[src/cascaded_three_axis_pid_unit_defines.svh]
// ----------------------------------------------------------------------------
// Cascaded three-axis PID unit: assertion macros
// Clocked on clk_i, disabled while rst_ni is low.
// ----------------------------------------------------------------------------
`ifndef CASCADED_THREE_AXIS_PID_UNIT_DEFINES_SVH
`define CASCADED_THREE_AXIS_PID_UNIT_DEFINES_SVH

// Property must hold at every clock edge outside reset.
`define CTPID_ASSERT(lbl, prop, msg) \
  lbl: assert property (@(posedge clk_i) disable iff (!rst_ni) prop) \
    else $error(msg);

// Condition must never be seen outside reset.
`define CTPID_ASSERT_NEVER(lbl, cond, msg) \
  `CTPID_ASSERT(lbl, !(cond), msg)

`endif

[src/ctpid_pkg.sv]
// ----------------------------------------------------------------------------
// ctpid_pkg
// Shared widths, register codes, types and saturation helper of the
// cascaded PID unit.
// ----------------------------------------------------------------------------
package ctpid_pkg;

  localparam int DATA_W     = 32;
  localparam int GAIN_W     = 23;
  localparam int PER_W      = 17;
  localparam int CFG_IDX_W  = 3;
  localparam int CFG_DATA_W = 23;
  localparam int NUM_AX     = 3;
  localparam int NUM_ST     = 3;

  localparam int DIFF_W     = DATA_W + 1;
  localparam int MUL_A_W    = DATA_W + 1;
  localparam int MUL_B_W    = GAIN_W + 1;
  localparam int PROD_W     = MUL_A_W + MUL_B_W;
  localparam int ACC_W      = PROD_W + 2;

  // divider: quotient bits retired per cycle
  localparam int DIV_BITS   = 4;
  localparam int DIV_STEPS  = DATA_W / DIV_BITS;
  localparam int DIV_CNT_W  = $clog2(DIV_STEPS);

  localparam logic signed [63:0] S32_MAX_W = 64'sd2147483647;
  localparam logic signed [63:0] S32_MIN_W = -64'sd2147483648;

  typedef enum logic [CFG_IDX_W-1:0] {
    REG_PROP_GAIN    = 3'd0,
    REG_INTEG_GAIN   = 3'd1,
    REG_DERIV_GAIN   = 3'd2,
    REG_ACCEL_PERIOD = 3'd3,
    REG_VEL_PERIOD   = 3'd4,
    REG_ANGLE_PERIOD = 3'd5
  } cfg_reg_e;

  typedef struct packed {
    logic [GAIN_W-1:0]             prop;
    logic [GAIN_W-1:0]             integ;
    logic [GAIN_W-1:0]             deriv;
    logic [NUM_ST-1:0][PER_W-1:0]  period;
  } cfg_t;

  typedef struct packed {
    logic busy;
    logic done;
  } div_stat_t;

  function automatic logic signed [DATA_W-1:0] sat_s32(input logic signed [63:0] v);
    if (v > S32_MAX_W) begin
      return S32_MAX_W[DATA_W-1:0];
    end else if (v < S32_MIN_W) begin
      return S32_MIN_W[DATA_W-1:0];
    end
    return v[DATA_W-1:0];
  endfunction

endpackage

[src/ctpid_mul.sv]
// ----------------------------------------------------------------------------
// ctpid_mul
// Shared signed multiplier with a registered product.
// ----------------------------------------------------------------------------
module ctpid_mul import ctpid_pkg::*; (
  input  logic                      clk_i,
  input  logic signed [MUL_A_W-1:0] a_i,
  input  logic signed [MUL_B_W-1:0] b_i,
  output logic signed [PROD_W-1:0]  prod_o
);

  logic signed [PROD_W-1:0] prod_q;

  always_ff @(posedge clk_i) begin
    prod_q <= PROD_W'(a_i) * PROD_W'(b_i);
  end

  assign prod_o = prod_q;

endmodule

[config.mk]
export PLATFORM = sky130hd
export DESIGN_NAME = ctpid_mul
export DESIGN_NICKNAME = d
export VERILOG_FILES = /design/src/cascaded_three_axis_pid_unit_defines.svh /design/src/ctpid_pkg.sv /design/src/ctpid_mul.sv
export SDC_FILE = /design/constraint.sdc
export NUM_CORES = 2
export LEC_CHECK = 0
export BUFFER_PORTS_ARGS = -buffer_cell sky130_fd_sc_hd__buf_2
export CAP_MARGIN = 20
export CORE_MARGIN = 5
export CORE_UTILIZATION = 55
export CTS_CLUSTER_DIAMETER = 120
export DETAILED_ROUTE_END_ITERATION = 12
export HOLD_SLACK_MARGIN = 0.12
export PLACE_DENSITY = 0.72
export SYNTH_ARGS = -nofsm -noshare
export SYNTH_HDL_FRONTEND = slang
export SYNTH_SLANG_ARGS = --single-unit
[constraint.sdc]
create_clock -name clk_i -period 13.1 [get_ports clk_i]
set_clock_uncertainty 0.1 [all_clocks]
set_input_delay 2.62 -clock clk_i [delete_from_list [all_inputs] [get_ports clk_i]]
set_output_delay 2.62 -clock clk_i [all_outputs]
set_load 0.01 [all_outputs]
==> flow_summary.yaml <==
route:
  dr.pass1.iters: 7
  wirelength_microns: 76020
  route.vias.total: 20790
  dr.first_iter.drc_count: 1273
  ant_nets: 0
  viasPerCell: 5.440
  drc: 0
  wl_per_cell_microns: 19.89
worst_setup_path:
  crit_arrival_ns: 10.25
  cp.depth: 20
  crit_top_cell: "fa_1"
  slowest_stage: "fa_1"
  endpoint_kind: "flop"
  crit_chain: "buf_2 -> nand2_1 -> fa_1 -> fa_1 -> inv_1 -> fa_1 -> inv_1 -> fa_1 -> fa_1 -> inv_1 -> fa_1 -> fa_1 -> ha_1 -> nand2_1 -> nor4_1 -> nand4_1 -> o21ai_2 -> a221o_1 -> a21oi_2 -> xnor2_1"
  slowest_delay_ns: 0.95
  cp.buffers_inverters: 4
  start_kind: "primary input"
  crit_path_max_fanout: 33
  worst_ep_required_time_ns: 13.27
  critPathTopFamily: "adder cells"
  path_class: "primary input to flop"
clock_network:
  clk_pin_slew_worst_paths_ns: 0.07
  cts_resized: 0
  hold_buffers: 0
  cts_tree: "done"
  cts.sinks: 57
  htree_levels: 3
  clk_path_buf_depth: 2
  postCtsSetupRepairBufs: 0
  numCtsBuffers: 9
  cts_root_buf: "clkbuf_16"
synthesis:
  syn_nets: 4164
  synth.ff_latch_count: 57
  post_synth.cell_area_avg_sq_um: 9.245
  synth.top_cell.area_share: 0.5535
  yosysSeqAreaShare: 0.03920
  synthTopCellsByArea: "fa_1, inv_1, and2_1"
  netlist_area_sq_um: 29110
  synthCells: 3149
  synth-warning-count: 0
  ys_types: 56
  synth_top_cell_by_area: "fa_1"
min_path:
  hold_path_startpoint: "a_i[0]"
  min_to: "prod_o[0]$_DFF_P_"
  hold-path-cell-count: 2
  hold_path.class: "primary input to flop"
placed_design:
  gp_congestion: 0.9206
  dp_hpwl_microns: 59910
  numPortBuffers: 114
floorplanning:
  die-width_microns: 240.1
  die-area_sq_um: 57630
  rows: 84
  io-pin-count: 115
  coreArea_sq_um: 52550
  die_h_microns: 240.1
  start_util: 0.5540
run:
  drv_cap: 0
timing:
  min_period_over_period: 0.7695
  slew_violations: 0
  period_minus_slack_ns: 10.08
  final_hold_viol_count: 0
  tightest_slew_ns: 0.9907
  setup_tns_ns: 0
  fmax_mhz: 99.20
  maxSlewHeadroom: 0.3395
  setup_viol: 0
  rsz0062_at_grt: "false"
final_layout:
  nFillCells: 4576
  multi_input_area_sq_um: 24220
  seq_area_sq_um: 1141
  drive_gt1_frac: 0.04923
  largest_reg_flops: 57
  final_net_count: 4138
  syn_to_final_growth_pct: 4.104
  layout_common_cells: "inv_1, fa_1, nand2_1"
  layout_commonest_cell: "inv_1"
grt:
  grt_start_max_net_pins: 34
  antenna_found_initial: 2
  grt_pass1_wl_microns: 126000
  track_usage: 0.2804
  grt-ovfl-total: 0
  first_global_vias: 23996
status:
  status: "completed"
[cells by family (layout without fill, tap and decap cells)]
kind of cell	after synthesis	after routing	share of synthesized area
AOI/OAI and AO/OA	172	172	0.04001
xor gates and xnor gates	65	65	0.01955
adders and majority gates	957	957	0.6189
buffers and inverters	996	975	0.1289
DFF	57	57	0.03920
other	0	6	0
and+or+nand+nor	902	902	0.1535
[stage by stage]
step / util / cell area (sq um) / std cells / worst slack, ns / hold slack (ns)
final: 0.5767 / 30310 / 3822 / 3.020 / 2.756
after global routing: 0.5765 / 30300 / 3817 / 2.670 / 2.743
after CTS: 0.5763 / 30290 / 3815 / 3.131 / 2.735
after detailed placement: 0.5701 / 29960 / 3799 / 2.739 / 2.914
after global placement: 0.5701 / 29960 / 3799 / 2.793 / 2.918
after floorplan: - / 29110 / 3149 / 4.007 / 2.647
[how the worst max path moves through the flow]
stage,slack (ns),start,end
CTS,3.13,b_i[23],prod_o[49]$_DFF_P_
detailed placement,2.74,b_i[23],prod_o[49]$_DFF_P_
global placement,2.79,b_i[23],prod_o[49]$_DFF_P_
floorplan,4.01,a_i[32],prod_o[54]$_DFF_P_
global route,2.67,b_i[23],prod_o[49]$_DFF_P_
finish,3.02,b_i[9],prod_o[54]$_DFF_P_
[cell usage after synthesis (all sizes together)]
master,n
a211oi,2
nand3,11
xnor2,49
and2,381
a21boi,3
a2111oi,4
ha,152
nand2,416
nand4,9
fa,805
a21oi,64
o21a,3
o2111ai,1
xor2,16
a22oi,2
a221o,3
dfxtp,57
o311ai,1
o31ai,4
clkbuf,140
a221oi,2
nor3,5
buf,12
or2,1
o21bai,12
nand2b,11
nor2b,4
a31oi,5
o221ai,2
a41oi,1
or3,1
a21o,30
and4,2
nor2,51
or2b,1
and3b,1
o31a,1
clkinv,1
nor4,2
inv,843
o211ai,1
and3,6
o21ai,31
[area by class of cell]
class                      instances  area share
tap                              688     0.02840
timing repair buffer             115     0.01907
clock buffer                       9    0.007431
multi-input combinational       2096      0.7991
clock inverter                     7    0.003303
inverter                         844      0.1045
sequential                        57     0.03765
antenna                            6   0.0004954
[metal layers]
metal  vias up  part of all wire  GRT usage
met2       748              0.51     0.4928
met4         2             0.045     0.1140
met1     10952              0.38     0.3432
met3       224             0.065    0.05173
met5         -           0.00014          0
li1       8864                 -          -
Power is not shown: default switching activity piles up to over one toggle a cycle in this logic, so the estimate is an artifact.
