File: config.mk
export PLATFORM = sky130hd
export DESIGN_NAME = ctpid_div
export DESIGN_NICKNAME = d
export VERILOG_FILES = /design/src/cascaded_three_axis_pid_unit_defines.svh /design/src/ctpid_pkg.sv /design/src/ctpid_div.sv
export SDC_FILE = /design/constraint.sdc
export NUM_CORES = 1
export LEC_CHECK = 0
export BUFFER_PORTS_ARGS = -buffer_cell sky130_fd_sc_hd__buf_2
export CORE_MARGIN = 4
export CORE_UTILIZATION = 45
export DETAILED_ROUTE_END_ITERATION = 6
export PLACE_DENSITY = 0.73
export SLEW_MARGIN = 40
export SYNTH_ARGS = -nofsm -noshare
export SYNTH_HDL_FRONTEND = slang
export SYNTH_SLANG_ARGS = --single-unit
File: constraint.sdc
create_clock -name clk_i -period 24.6 [get_ports clk_i]
set_input_delay 2.46 -clock clk_i [delete_from_list [all_inputs] [get_ports clk_i]]
set_output_delay 2.46 -clock clk_i [all_outputs]
set_load 0.03 [all_outputs]
File: src/cascaded_three_axis_pid_unit_defines.svh
// ----------------------------------------------------------------------------
// Cascaded three-axis PID unit: assertion macros
// Clocked on clk_i, disabled while rst_ni is low.
// ----------------------------------------------------------------------------
`ifndef CASCADED_THREE_AXIS_PID_UNIT_DEFINES_SVH
`define CASCADED_THREE_AXIS_PID_UNIT_DEFINES_SVH

// Property must hold at every clock edge outside reset.
`define CTPID_ASSERT(lbl, prop, msg) \
  lbl: assert property (@(posedge clk_i) disable iff (!rst_ni) prop) \
    else $error(msg);

// Condition must never be seen outside reset.
`define CTPID_ASSERT_NEVER(lbl, cond, msg) \
  `CTPID_ASSERT(lbl, !(cond), msg)

`endif

File: src/ctpid_pkg.sv
// ----------------------------------------------------------------------------
// ctpid_pkg
// Shared widths, register codes, types and saturation helper of the
// cascaded PID unit.
// ----------------------------------------------------------------------------
package ctpid_pkg;

  localparam int DATA_W     = 32;
  localparam int GAIN_W     = 23;
  localparam int PER_W      = 17;
  localparam int CFG_IDX_W  = 3;
  localparam int CFG_DATA_W = 23;
  localparam int NUM_AX     = 3;
  localparam int NUM_ST     = 3;

  localparam int DIFF_W     = DATA_W + 1;
  localparam int MUL_A_W    = DATA_W + 1;
  localparam int MUL_B_W    = GAIN_W + 1;
  localparam int PROD_W     = MUL_A_W + MUL_B_W;
  localparam int ACC_W      = PROD_W + 2;

  // divider: quotient bits retired per cycle
  localparam int DIV_BITS   = 4;
  localparam int DIV_STEPS  = DATA_W / DIV_BITS;
  localparam int DIV_CNT_W  = $clog2(DIV_STEPS);

  localparam logic signed [63:0] S32_MAX_W = 64'sd2147483647;
  localparam logic signed [63:0] S32_MIN_W = -64'sd2147483648;

  typedef enum logic [CFG_IDX_W-1:0] {
    REG_PROP_GAIN    = 3'd0,
    REG_INTEG_GAIN   = 3'd1,
    REG_DERIV_GAIN   = 3'd2,
    REG_ACCEL_PERIOD = 3'd3,
    REG_VEL_PERIOD   = 3'd4,
    REG_ANGLE_PERIOD = 3'd5
  } cfg_reg_e;

  typedef struct packed {
    logic [GAIN_W-1:0]             prop;
    logic [GAIN_W-1:0]             integ;
    logic [GAIN_W-1:0]             deriv;
    logic [NUM_ST-1:0][PER_W-1:0]  period;
  } cfg_t;

  typedef struct packed {
    logic busy;
    logic done;
  } div_stat_t;

  function automatic logic signed [DATA_W-1:0] sat_s32(input logic signed [63:0] v);
    if (v > S32_MAX_W) begin
      return S32_MAX_W[DATA_W-1:0];
    end else if (v < S32_MIN_W) begin
      return S32_MIN_W[DATA_W-1:0];
    end
    return v[DATA_W-1:0];
  endfunction

endpackage

File: src/ctpid_div.sv
// ----------------------------------------------------------------------------
// ctpid_div
// Iterative divider for the derivative term: (diff << FRAC_BITS) / period,
// truncated toward zero and saturated to 32 bits. Retires DIV_BITS quotient
// bits per cycle.
// ----------------------------------------------------------------------------
module ctpid_div import ctpid_pkg::*; #(
  parameter int FRAC_BITS = 16
) (
  input  logic                     clk_i,
  input  logic                     rst_ni,
  input  logic                     start_i,
  input  logic signed [DIFF_W-1:0] dividend_i,
  input  logic [PER_W-1:0]         divisor_i,
  output div_stat_t                stat_o,
  output logic signed [DATA_W-1:0] quot_o
);

  localparam int NW = DATA_W + FRAC_BITS;

  logic                     busy_q, done_q;
  logic [DIV_CNT_W-1:0]     cnt_q;
  logic                     neg_q, ovf_q;
  logic [PER_W-1:0]         rem_q, den_q;
  logic [DATA_W-1:0]        shf_q, quo_q;
  logic signed [DATA_W-1:0] quot_q;

  logic [DATA_W-1:0] mag;
  logic [NW-1:0]     num, num_hi;
  logic              ovf_start;

  logic [PER_W-1:0]  rem_d;
  logic [DATA_W-1:0] shf_d, quo_d;
  logic signed [DATA_W-1:0] res_d;

  // |diff| fits 32 bits; numerator is |diff| scaled by the fraction bits.
  always_comb begin
    mag       = dividend_i[DIFF_W-1] ? DATA_W'(-dividend_i) : DATA_W'(dividend_i);
    num       = {mag, {FRAC_BITS{1'b0}}};
    num_hi    = NW'(num >> DATA_W);
    // quotient needs more than 32 bits -> saturate directly
    ovf_start = num_hi >= NW'(divisor_i);
  end

  always_comb begin
    logic [PER_W:0] t;
    rem_d = rem_q;
    shf_d = shf_q;
    quo_d = quo_q;
    for (int i = 0; i < DIV_BITS; i++) begin
      t     = {rem_d, shf_d[DATA_W-1]};
      shf_d = shf_d << 1;
      if (t >= {1'b0, den_q}) begin
        rem_d = PER_W'(t - {1'b0, den_q});
        quo_d = {quo_d[DATA_W-2:0], 1'b1};
      end else begin
        rem_d = t[PER_W-1:0];
        quo_d = {quo_d[DATA_W-2:0], 1'b0};
      end
    end
  end

  always_comb begin
    if (ovf_q) begin
      res_d = neg_q ? S32_MIN_W[DATA_W-1:0] : S32_MAX_W[DATA_W-1:0];
    end else if (!neg_q) begin
      res_d = quo_d[DATA_W-1] ? S32_MAX_W[DATA_W-1:0] : $signed(quo_d);
    end else if (quo_d[DATA_W-1] && (|quo_d[DATA_W-2:0])) begin
      res_d = S32_MIN_W[DATA_W-1:0];
    end else begin
      res_d = $signed(~quo_d + DATA_W'(1));
    end
  end

  always_ff @(posedge clk_i or negedge rst_ni) begin
    if (!rst_ni) begin
      busy_q <= 1'b0;
      done_q <= 1'b0;
      cnt_q  <= '0;
    end else begin
      done_q <= 1'b0;
      if (start_i) begin
        busy_q <= 1'b1;
        cnt_q  <= '0;
      end else if (busy_q) begin
        cnt_q <= cnt_q + DIV_CNT_W'(1);
        if (cnt_q == DIV_CNT_W'(DIV_STEPS - 1)) begin
          busy_q <= 1'b0;
          done_q <= 1'b1;
        end
      end
    end
  end

  always_ff @(posedge clk_i) begin
    if (start_i) begin
      neg_q <= dividend_i[DIFF_W-1];
      ovf_q <= ovf_start;
      rem_q <= PER_W'(num_hi);
      den_q <= divisor_i;
      shf_q <= num[DATA_W-1:0];
      quo_q <= '0;
    end else if (busy_q) begin
      rem_q <= rem_d;
      shf_q <= shf_d;
      quo_q <= quo_d;
      if (cnt_q == DIV_CNT_W'(DIV_STEPS - 1)) begin
        quot_q <= res_d;
      end
    end
  end

  assign stat_o.busy = busy_q;
  assign stat_o.done = done_q;
  assign quot_o      = quot_q;

endmodule

==> results.py <==
metrics = {
    "critical_path": {
        "timing.rr.start": "den_q[1]$_DFFE_PP_",
        "reg2reg_slack_ns": 11.61,
        "crit_fanout": 22,
        "timing.rr.end": "quot_o[9]$_DFFE_PP_",
        "worstSetupStartpointType": "flip-flop",
        "cp.arrival_ns": 13.28,
        "crit_required_ns": 24.89,
        "cp_slowest_cell": "a2111oi_0",
        "critPathMaxStageDelay_ns": 0.66,
        "crit_type": "flip-flop to flip-flop",
        "rr_worst_depth": 43,
        "cp-end-kind": "flip-flop",
    },
    "clock_tree": {
        "clockBufferDepth": 2,
        "path_clk_slew_ns": 0.06,
        "ctsResizeCount": 0,
        "cts_buffers": 17,
        "cts_setup_buffers": 0,
        "clk_latency_ns": 0.42,
        "htreeDepth": 4,
        "clock_sinks": 117,
        "root_buffer": "clkbuf_16",
        "cts_tree": "built",
        "cts_hold_buf": 0,
    },
    "synth": {
        "synthesis.area_um2": 10300,
        "synth_area_leader_cell": "edfxtp_1",
        "synth_cell_types": 80,
        "ys_ff_latch": 117,
        "synth_edf_count": 83,
        "synth_common_cells": "nor2_1 (129), ha_1 (88), edfxtp_1 (83)",
        "syn_inst": 1169,
        "synth_warnings": 0,
        "post-synth-top-count-cell": "nor2_1",
        "yosysSeqAreaShare_pct": 31.0,
        "synthArstFlopShare_pct": 4.27,
        "synth_flop_cell": "edfxtp_1",
        "yosys.area.top_type_share_pct": 24.1,
        "synthTopCellsByArea": "edfxtp_1 (24%), ha_1 (11%), dfxtp_1 (5.6%)",
        "syn-num-nets": 1314,
        "synth.avg_cell_area_um2": 8.83,
    },
    "timing": {
        "fmax_mhz": 77.0,
        "finalCritPeriodShare_pct": 52.8,
        "fin_crit_ns": 12.99,
        "finalClockSkew_ns": 0.0139,
        "setup_viol": 0,
        "tightest_slew_ns": 0.779,
        "rsz0062_at_grt": "false",
        "drv_slew": 0,
        "setup_tns_ns": 0,
        "setup_ws_ns": 11.61,
        "maxSlewHeadroom_pct": 47.8,
        "finalHoldViolCount": 0,
    },
    "route": {
        "wl_um": 29200,
        "final_antenna_net_count": 0,
        "drt_iter0_markers": 919,
        "routedWlPerCell_um": 19.0,
        "dr.pass1.iters": 5,
        "post-route-drc-count": 0,
        "route.vias.total": 9407,
        "viasPerCell": 6.12,
    },
    "run": {
        "drv_cap": 0,
    },
    "die": {
        "coreArea_um2": 22600,
        "initial_core_util_pct": 45.7,
        "die_h_um": 159,
        "io_pins": 87,
        "dieWidth_um": 159,
        "die_area_um2": 25400,
        "rows": 55,
    },
    "min_path": {
        "min_delay_worst_endpoint": "cnt_q[2]$_DFFE_PN0P_",
        "hp-class": "flip-flop to flip-flop",
        "hold_start": "cnt_q[2]$_DFFE_PN0P_",
        "whs_path_depth": 2,
    },
    "cells_and_area": {
        "nets": 1385,
        "diodes": 0,
        "fill_cells": 2082,
        "syn_to_final_growth_pct": 12.2,
        "layout-drive-gt1-share_pct": 15.5,
    },
    "placed_design": {
        "gp_congestion": 0.950,
        "dpl_worst_slack_ns": 11.83,
        "numPortBuffers": 86,
        "dp.final_hpwl_um": 22300,
    },
    "global_route": {
        "grt_pass1_vias": 8941,
        "grt_use_total_pct": 22.4,
        "grt_overflow_total": 0,
        "grt_pass1_wl_um": 46600,
        "grt_max_degree": 75,
        "antenna_found_initial": 0,
    },
    "status": {
        "run_status": "finished, final reports clean",
    },
}
worst max-delay path by stage:
| stage | cells after the start | from | to |
|---|---|---|---|
| floorplan | 48 | den_q[0]$_DFFE_PP_ | quot_o[25]$_DFFE_PP_ |
| global placement | 43 | den_q[1]$_DFFE_PP_ | quot_o[25]$_DFFE_PP_ |
| detailed placement | 42 | den_q[1]$_DFFE_PP_ | quot_o[25]$_DFFE_PP_ |
| CTS | 42 | den_q[1]$_DFFE_PP_ | quot_o[25]$_DFFE_PP_ |
| global route | 43 | den_q[1]$_DFFE_PP_ | quot_o[9]$_DFFE_PP_ |
| finish | 43 | den_q[1]$_DFFE_PP_ | quot_o[9]$_DFFE_PP_ |
placed cells by master (no fill, tap or decap), drive strengths merged, types with 7 or more instances in the layout:
master / n
nor2: 129
buf: 95
ha: 88
o21ai: 85
edfxtp: 83
a21oi: 78
nand2: 75
inv: 65
xnor2: 40
xor2: 39
mux2i: 38
dfxtp: 29
mux2: 28
nor3: 22
o21a: 21
a21o: 19
o31ai: 19
clkbuf: 19
nor2b: 17
a211oi: 17
nand4: 16
or4: 16
nand2b: 15
o311ai: 15
nand3: 13
or2: 13
nor4: 12
a31oi: 11
and3: 10
or3: 10
o211ai: 9
and2: 9
o21bai: 7
o31a: 7
o41ai: 7
clkinv: 7
per-stage QoR:
step	instances	utilization, %	hold slack [ns]	instance area (µm²)
finish	1538	51.3	0.535	11600
global route	1538	51.3	0.552	11600
CTS	1538	51.3	0.538	11600
detailed placement	1506	48.7	0.520	11000
global placement	1506	48.7	0.506	11000
floorplan	1169	-	0.491	10300
registers in the layout (all words and copies together), names as in the netlist:
register / cells
rem_q: 17
quot_o: 32
quo_q: 28
busy_q: 1
done_q: 1
cnt_q: 3
neg_q: 1
den_q: 17
ovf_q: 1
shf_q: 16
layer usage:
layer | GRT usage, % | routed length, µm
met3 | 3.83 | 2230
met1 | 31.7 | 13200
met2 | 35.6 | 13300
met4 | 5.92 | 486
met5 | 0 | 0
cell families after synthesis:
logic type / synth area share (%)
AND/OR/NAND/NOR: 17.8
AO/OA/AOI/OAI: 22.1
flip-flops: 31.0
buffers and inverters: 4.27
adder cells (fa/ha/maj): 11.4
XOR/XNOR: 6.70
multiplexers: 6.74
critical path, delay by kind of cell, from the launching register on:
kind	cells	cell delay, ns
flip-flops	1	0.45
buffers and inverters	3	0.62
adder cells (fa/ha/maj)	5	1.82
AND/OR/NAND/NOR	14	3.66
multiplexers	1	0.42
AO/OA/AOI/OAI	20	5.86
layout make-up:
class / instances / area [µm²] / share of cell area [%]
multi-input cells: 947 / 6710 / 57.9
inverters: 62 / 233 / 2.01
well taps: 285 / 357 / 3.08
clock buffers: 19 / 464 / 4.01
flip-flops and latches: 117 / 3200 / 27.6
clock inverters: 13 / 121 / 1.05
repair buffers: 95 / 498 / 4.30
Power is not shown: default switching activity piles up to over one toggle a cycle in this logic, so the estimate is an artifact.
