==> config.mk <==
export PLATFORM = sky130hd
export DESIGN_NAME = ctpid_cfg_flat
export DESIGN_NICKNAME = d
export VERILOG_FILES = /design/src/cascaded_three_axis_pid_unit_defines.svh /design/src/ctpid_pkg.sv /design/src/ctpid_if.sv /design/src/ctpid_cfg.sv /design/src/flat_wrapper.sv
export SDC_FILE = /design/constraint.sdc
export NUM_CORES = 1
export LEC_CHECK = 0
export BUFFER_PORTS_ARGS = -buffer_cell sky130_fd_sc_hd__buf_4
export CAP_MARGIN = 25
export CORE_UTILIZATION = 49
export DETAILED_ROUTE_END_ITERATION = 10
export PLACE_DENSITY = 0.77
export SLEW_MARGIN = 20
export SYNTH_ARGS = -nofsm -noshare
export SYNTH_HDL_FRONTEND = slang
export SYNTH_SLANG_ARGS = --single-unit
export TNS_END_PERCENT = 1
==> constraint.sdc <==
create_clock -name clk_i -period 0.9 [get_ports clk_i]
set_input_delay 0.09 -clock clk_i [delete_from_list [all_inputs] [get_ports clk_i]]
set_output_delay 0.09 -clock clk_i [all_outputs]
set_load 0.005 [all_outputs]
==> src/cascaded_three_axis_pid_unit_defines.svh <==
// ----------------------------------------------------------------------------
// Cascaded three-axis PID unit: assertion macros
// Clocked on clk_i, disabled while rst_ni is low.
// ----------------------------------------------------------------------------
`ifndef CASCADED_THREE_AXIS_PID_UNIT_DEFINES_SVH
`define CASCADED_THREE_AXIS_PID_UNIT_DEFINES_SVH

// Property must hold at every clock edge outside reset.
`define CTPID_ASSERT(lbl, prop, msg) \
  lbl: assert property (@(posedge clk_i) disable iff (!rst_ni) prop) \
    else $error(msg);

// Condition must never be seen outside reset.
`define CTPID_ASSERT_NEVER(lbl, cond, msg) \
  `CTPID_ASSERT(lbl, !(cond), msg)

`endif

==> src/ctpid_pkg.sv <==
// ----------------------------------------------------------------------------
// ctpid_pkg
// Shared widths, register codes, types and saturation helper of the
// cascaded PID unit.
// ----------------------------------------------------------------------------
package ctpid_pkg;

  localparam int DATA_W     = 32;
  localparam int GAIN_W     = 23;
  localparam int PER_W      = 17;
  localparam int CFG_IDX_W  = 3;
  localparam int CFG_DATA_W = 23;
  localparam int NUM_AX     = 3;
  localparam int NUM_ST     = 3;

  localparam int DIFF_W     = DATA_W + 1;
  localparam int MUL_A_W    = DATA_W + 1;
  localparam int MUL_B_W    = GAIN_W + 1;
  localparam int PROD_W     = MUL_A_W + MUL_B_W;
  localparam int ACC_W      = PROD_W + 2;

  // divider: quotient bits retired per cycle
  localparam int DIV_BITS   = 4;
  localparam int DIV_STEPS  = DATA_W / DIV_BITS;
  localparam int DIV_CNT_W  = $clog2(DIV_STEPS);

  localparam logic signed [63:0] S32_MAX_W = 64'sd2147483647;
  localparam logic signed [63:0] S32_MIN_W = -64'sd2147483648;

  typedef enum logic [CFG_IDX_W-1:0] {
    REG_PROP_GAIN    = 3'd0,
    REG_INTEG_GAIN   = 3'd1,
    REG_DERIV_GAIN   = 3'd2,
    REG_ACCEL_PERIOD = 3'd3,
    REG_VEL_PERIOD   = 3'd4,
    REG_ANGLE_PERIOD = 3'd5
  } cfg_reg_e;

  typedef struct packed {
    logic [GAIN_W-1:0]             prop;
    logic [GAIN_W-1:0]             integ;
    logic [GAIN_W-1:0]             deriv;
    logic [NUM_ST-1:0][PER_W-1:0]  period;
  } cfg_t;

  typedef struct packed {
    logic busy;
    logic done;
  } div_stat_t;

  function automatic logic signed [DATA_W-1:0] sat_s32(input logic signed [63:0] v);
    if (v > S32_MAX_W) begin
      return S32_MAX_W[DATA_W-1:0];
    end else if (v < S32_MIN_W) begin
      return S32_MIN_W[DATA_W-1:0];
    end
    return v[DATA_W-1:0];
  endfunction

endpackage

==> src/ctpid_if.sv <==


interface ctpid_cfg_if import ctpid_pkg::*; ();
  logic                  valid;
  logic                  ready;
  logic [CFG_IDX_W-1:0]  reg_idx;
  logic [CFG_DATA_W-1:0] wdata;

  modport source (output valid, reg_idx, wdata, input ready);
  modport sink (input valid, reg_idx, wdata, output ready);
endinterface

==> src/ctpid_cfg.sv <==
// ----------------------------------------------------------------------------
// ctpid_cfg
// Gain and period register file, written over the configuration channel.
// ----------------------------------------------------------------------------
module ctpid_cfg import ctpid_pkg::*; (
  input  logic        clk_i,
  input  logic        rst_ni,
  ctpid_cfg_if.sink   cfg_i,
  output cfg_t        cfg_o
);

  cfg_t cfg_q;

  assign cfg_i.ready = 1'b1;
  assign cfg_o       = cfg_q;

  always_ff @(posedge clk_i or negedge rst_ni) begin
    if (!rst_ni) begin
      cfg_q.prop   <= GAIN_W'(65536);
      cfg_q.integ  <= GAIN_W'(6554);
      cfg_q.deriv  <= GAIN_W'(655);
      cfg_q.period <= {NUM_ST{PER_W'(66)}};
    end else if (cfg_i.valid) begin
      case (cfg_i.reg_idx)
        REG_PROP_GAIN:    cfg_q.prop      <= cfg_i.wdata[GAIN_W-1:0];
        REG_INTEG_GAIN:   cfg_q.integ     <= cfg_i.wdata[GAIN_W-1:0];
        REG_DERIV_GAIN:   cfg_q.deriv     <= cfg_i.wdata[GAIN_W-1:0];
        REG_ACCEL_PERIOD: cfg_q.period[0] <= cfg_i.wdata[PER_W-1:0];
        REG_VEL_PERIOD:   cfg_q.period[1] <= cfg_i.wdata[PER_W-1:0];
        REG_ANGLE_PERIOD: cfg_q.period[2] <= cfg_i.wdata[PER_W-1:0];
        default: ;  // unmapped index, write dropped
      endcase
    end
  end

endmodule

==> src/flat_wrapper.sv <==
// flat-port wrapper written by rule: the top's interface ports become plain ports
module ctpid_cfg_flat import ctpid_pkg::*;
  (clk_i, rst_ni, cfg_o, cfg_i_valid, cfg_i_reg_idx, cfg_i_wdata, cfg_i_ready);
  ctpid_cfg_if cfg_i_i ();
  input  logic clk_i;
  input  logic rst_ni;
  output cfg_t cfg_o;
  input wire logic [$bits(cfg_i_i.valid)-1:0] cfg_i_valid;
  input wire logic [$bits(cfg_i_i.reg_idx)-1:0] cfg_i_reg_idx;
  input wire logic [$bits(cfg_i_i.wdata)-1:0] cfg_i_wdata;
  output wire logic [$bits(cfg_i_i.ready)-1:0] cfg_i_ready;
  assign cfg_i_i.valid = cfg_i_valid;
  assign cfg_i_i.reg_idx = cfg_i_reg_idx;
  assign cfg_i_i.wdata = cfg_i_wdata;
  assign cfg_i_ready = cfg_i_i.ready;
  ctpid_cfg u_core (.clk_i(clk_i), .rst_ni(rst_ni), .cfg_i(cfg_i_i), .cfg_o(cfg_o));
endmodule
==> flow_summary.toml, run 1 <==
[power_and_ir_drop]
max-vdd-ir-drop_uv = 1450
p_leak_uw = 0.00338
finalPower_uw = 19200
pwr_density_cell_nw_per_um2 = 2610

[setup_path]
r2r_end = "u_core.cfg_o[58]"
path_buf_inv = 1
r2r_cells = 2
rr_startpoint = "u_core.cfg_o[58]"
cp.required_ps = 810
start_kind = "flip-flop"
crit_type = "reg -> out"
cp_cell_sequence = "buf_6"
crit_path_end_kind = "primary output"
cp_max_fo = 2
arrival_ps = 1130
crit_slowest_cell = "dfstp_2"
cp_top_family = "flip-flops"
slowest_delay_ps = 540
worst-r2r-setup-slack_ps = 70

[hold_path]
min_path_type = "in -> async"

[sta]
rsz0062_at_grt = "yes"
min_period_over_period = 1.36
whs_ps = 23.3
period_needed_ps = 1220
skew_ps = 0
maxSlewViolCount = 0
setup_slack_ps = -325
hold_viol_final = 0
finalSetupViolations = 120
max_freq_mhz = 817

[clock_network]
cts.sinks = 120
cts_root_buffer = "clkbuf_8"
cts_tree = "done"
clk_path_buf_depth = 2
clkLatencyLatePin_ps = 500
clk_pin_slew_ps = 60
h-tree-depth = 4
cts_buffers = 17

[final_layout]
design_area_um2 = 7350
fillers = 486
largest_register_ffs = 120
drive_above_1_share = 0.724
num-nets-final = 487
syn2layout_area_growth_pct = 58.4
antenna_cells = 0

[routing]
first_iter_violations = 40
ant_nets = 0
first_pass_iters = 5
drc = 0
routed_via_density = 5.08
vias = 2956
routed_wl_mm = 11.5
wl_per_cell_um = 19.7

[flow_run]
max_cap_violations = 0

[global_routing]
track_usage = 0.249
grt_max_degree = 25
gr-total-overflow = 0
antenna_found_initial = 0
grt_pass1_wl_mm = 18.1
grt_pass1_vias = 3272

[synth]
muxShareOfSynthArea = 0.299
ys_seq_area_frac = 0.653
synth_fp_nets = 289
synth_warnings = 0
synth_xor_area_frac = 0
synth-adder-area-share = 0
syn_avg_cell_area_um2 = 17.8
ys_ff_latch = 120
post_synth_and_or_nand_nor_area_fraction = 0.0197
syn-cell-area_um2 = 4640
synth_cell_types = 12
synth_top_family_by_area = "multiplexers"
synth_compound_area_frac = 0
syn_inst = 260

[die]
die_h_um = 99.3
die_area_um2 = 9860
fp.coreArea_um2 = 9200
rows = 35
die_x_um = 99.3
boundaryPins = 150
initial_utilization = 0.504

[placement]
gp_congestion = 0.714
numPortBuffers = 148
dp_slack_ps = -372
post_dp_cell_area_um2 = 6040
dp_hpwl_mm = 7.10

[outcome]
status = "complete, but fails checks"
violations = "setup timing"
==> metal layers <==
layer,up-vias,share of wire,global-route usage
met2,96,0.53,0.425
met1,1516,0.40,0.298
li1,1326,-,-
met5,-,0,0
met3,18,0.036,0.0647
met4,0,0.025,0.110
==> cells by family after synthesis <==
family / after synthesis
mux: 120
flops: 120
buf+inv: 13
simple gates: 6
other cells: 1
==> cells in the mapped netlist <==
library cell / instances / share of area
buf_6: 8 / 0.019
nand4b_2: 2 / 0.0065
nor4b_4: 1 / 0.0051
mux2_2: 109 / 0.26
mux2_1: 1 / 0.0024
conb_1: 1 / 0.00081
dfrtp_1: 100 / 0.54
and4bb_2: 1 / 0.0027
mux2_4: 10 / 0.032
and4bb_1: 2 / 0.0054
buf_4: 5 / 0.0081
dfstp_2: 20 / 0.11
==> power by group <==
group          switching, uW  internal [uW]  total, uW  leakage, uW
registers                910           6750       7660      0.00141
logic                   1330           3280       4610      0.00167
clock network           2380           4570       6950     0.000303
==> worst max path at each step <==
stage                           from                 to  slack (ps)  depth (start not counted)
floorplan           cfg_i_reg_idx[0]  u_core.cfg_o[100]        -220                          3
global placement    cfg_i_reg_idx[2]   u_core.cfg_o[93]        -340                          4
detailed placement  cfg_i_reg_idx[0]  u_core.cfg_o[106]        -370                          4
CTS                 u_core.cfg_o[60]          cfg_o[60]        -350                          1
global route        u_core.cfg_o[51]          cfg_o[51]        -360                          1
finish              u_core.cfg_o[51]          cfg_o[51]        -320                          1
==> placed cells by master (no fill, tap or decap) <==
cell	n
mux2_4	10
clkbuf_1	2
nand4b_2	2
dlygate4sd3_1	24
dfrtp_1	100
mux2_2	109
nor4b_4	1
clkinv_4	4
conb_1	1
clkbuf_8	2
bufinv_16	4
mux2_1	1
clkinv_2	4
buf_12	11
buf_4	37
and4bb_1	2
and4bb_2	1
dfstp_2	20
clkbuf_16	16
buf_6	120
==> stage by stage <==
step                      setup TNS (ps)  instances  utilization
after floorplan                   -13600        260            -
after global routing              -30450        582        0.799
after global placement            -34560        525        0.657
after CTS                         -28670        581        0.799
final                             -25830        582        0.799
after detailed placement          -36520        525        0.657
==> cell type report <==
class | count | area [um2] | area share
sequential | 120 | 3030 | 0.412
clock buffer | 20 | 435 | 0.0592
tap | 111 | 139 | 0.0189
timing repair buffer | 192 | 2090 | 0.284
clock inverter | 12 | 175 | 0.0238
multi-input combinational | 127 | 1480 | 0.202
==> repair_timing <==
action,4_1_cts,5_1_grt
buffers inserted,0,1
endpoints found under the setup margin,120,120
hold buffers,24,0
hold endpoints to repair,240,0
gates resized for setup,120,0
Note: power is estimated with default switching activity, not from simulation.
==> run 2, diff against run 1 <==
Settings changed: CORE_UTILIZATION 49 to 50, PLACE_DENSITY 0.77 to 0.79.
==> run 2 against run 1 <==
The flow finishes with violations (DRC, setup timing). Clock skew is the same. Clock power shrank 9.9%. Sequential share of layout area grew 0.20 points. Count of clock-buffer cells in the layout grew 4. Critical path type unchanged. Critical endpoint is now cfg_o[35]. Highest routed layer unchanged.
==> flow_summary.toml, run 2 (synthesis gave the netlist of run 1 again) <==
[sta]
period_needed_ps = 1240
finalSetupViolations = 120
maxSlewViolCount = 0
setup_slack_ps = -337
min_period_over_period = 1.37
hold_viol_final = 0
skew_ps = 0
whs_ps = 59.5
rsz0062_at_grt = "yes"
max_freq_mhz = 809

[clock_network]
h-tree-depth = 4
clk_pin_slew_ps = 60
clkLatencyLatePin_ps = 500
cts_root_buffer = "clkbuf_8"
cts_tree = "done"
clk_path_buf_depth = 2
cts_buffers = 17
cts.sinks = 120

[die]
boundaryPins = 150
rows = 34
die_x_um = 98.3
initial_utilization = 0.524
die_area_um2 = 9670
fp.coreArea_um2 = 8850
die_h_um = 98.3

[routing]
first_pass_iters = 10
drc = 6
ant_nets = 0
wl_per_cell_um = 20.1
vias = 2983
first_iter_violations = 81
routed_wl_mm = 11.7
routed_via_density = 5.13

[final_layout]
largest_register_ffs = 120
multi_input_area_um2 = 1480
num-nets-final = 489
final_cell_mix = "buf_6 (120), mux2_2 (109), dfrtp_1 (100), buf_4 (38), dlygate4sd3_1 (24)"
layout_commonest_cell = "buf_6"
antenna_cells = 0
syn2layout_area_growth_pct = 57.7
drive_above_1_share = 0.723
final-seq-area_um2 = 3030
fillers = 439

[setup_path]
path_buf_inv = 1
start_kind = "flip-flop"
cp_cell_sequence = "buf_6"
cp_top_family = "flip-flops"
slowest_delay_ps = 550
cp_max_fo = 2
arrival_ps = 1150
crit_type = "reg -> out"
crit_slowest_cell = "dfstp_2"
cp.required_ps = 810
crit_path_end_kind = "primary output"

[outcome]
status = "complete, but fails checks"
violations = "DRC, setup timing"

[placement]
dp_hpwl_mm = 7.29
dp_slack_ps = -366
gp_congestion = 0.738
numPortBuffers = 148

[power_and_ir_drop]
pwr_density_cell_nw_per_um2 = 2540
p_leak_uw = 0.00336
max-vdd-ir-drop_uv = 1600

[global_routing]
gr-total-overflow = 0
grt_pass1_wl_mm = 18.4
antenna_found_initial = 0
grt_pass1_vias = 3240
grt_max_degree = 28
track_usage = 0.258

[flow_run]
max_cap_violations = 0

[hold_path]
min_path_type = "in -> async"
-- run 2: cell type report --
cell class | count | share of cell area
flip-flops and latches | 120 | 0.414
repair buffers | 194 | 0.289
multi-input cells | 127 | 0.203
clock buffers | 24 | 0.0657
well taps | 108 | 0.0185
clock inverters | 8 | 0.00975
-- run 2: final timing paths --
kind / cells past startpoint / slack (ps) / start / end
max in group asynchronous: 3 / 320 / rst_ni / u_core.cfg_o[54]
setup / recovery: 1 / -340 / u_core.cfg_o[35] / cfg_o[35]
hold / removal: 2 / 60 / rst_ni / u_core.cfg_o[3]
min in group clk_i: 4 / 160 / cfg_i_reg_idx[0] / u_core.cfg_o[101]
setup reg to reg: 2 / 70 / u_core.cfg_o[113] / u_core.cfg_o[113]
hold reg to reg: 1 / 520 / u_core.cfg_o[101] / u_core.cfg_o[101]
-- run 2: report_power, final --
| group | internal (uW) | switching [uW] |
|---|---|---|
| clock network | 3930 | 2330 |
| logic | 3290 | 1330 |
| registers | 6750 | 923 |
| total | 14000 | 4580 |
-- run 2: metrics by stage --
stage	instance area [um2]	util	std cells	setup TNS (ps)	total power (uW)
6_report	7320	0.827	581	-26970	18600
5_1_grt	7320	0.827	581	-31300	19200
4_1_cts	7320	0.827	581	-29660	18600
3_5_place_dp	6070	0.686	524	-34980	11300
3_3_place_gp	6070	0.686	524	-33400	11100
2_1_floorplan	4650	-	260	-13600	8690
-- run 2: metal layers --
layer / global-route usage / share of wire / vias up
met5: 0 / 0 / -
met4: 0.0907 / 0.012 / 0
met3: 0.0594 / 0.043 / 8
met2: 0.453 / 0.54 / 101
met1: 0.314 / 0.41 / 1537
li1: - / - / 1337
-- run 2: timing repair --
item,in CTS,in global routing
hold buffers,24,0
endpoints found under the hold margin,240,0
resized for setup,120,0
setup endpoints to repair,120,120
buffers inserted,1,0
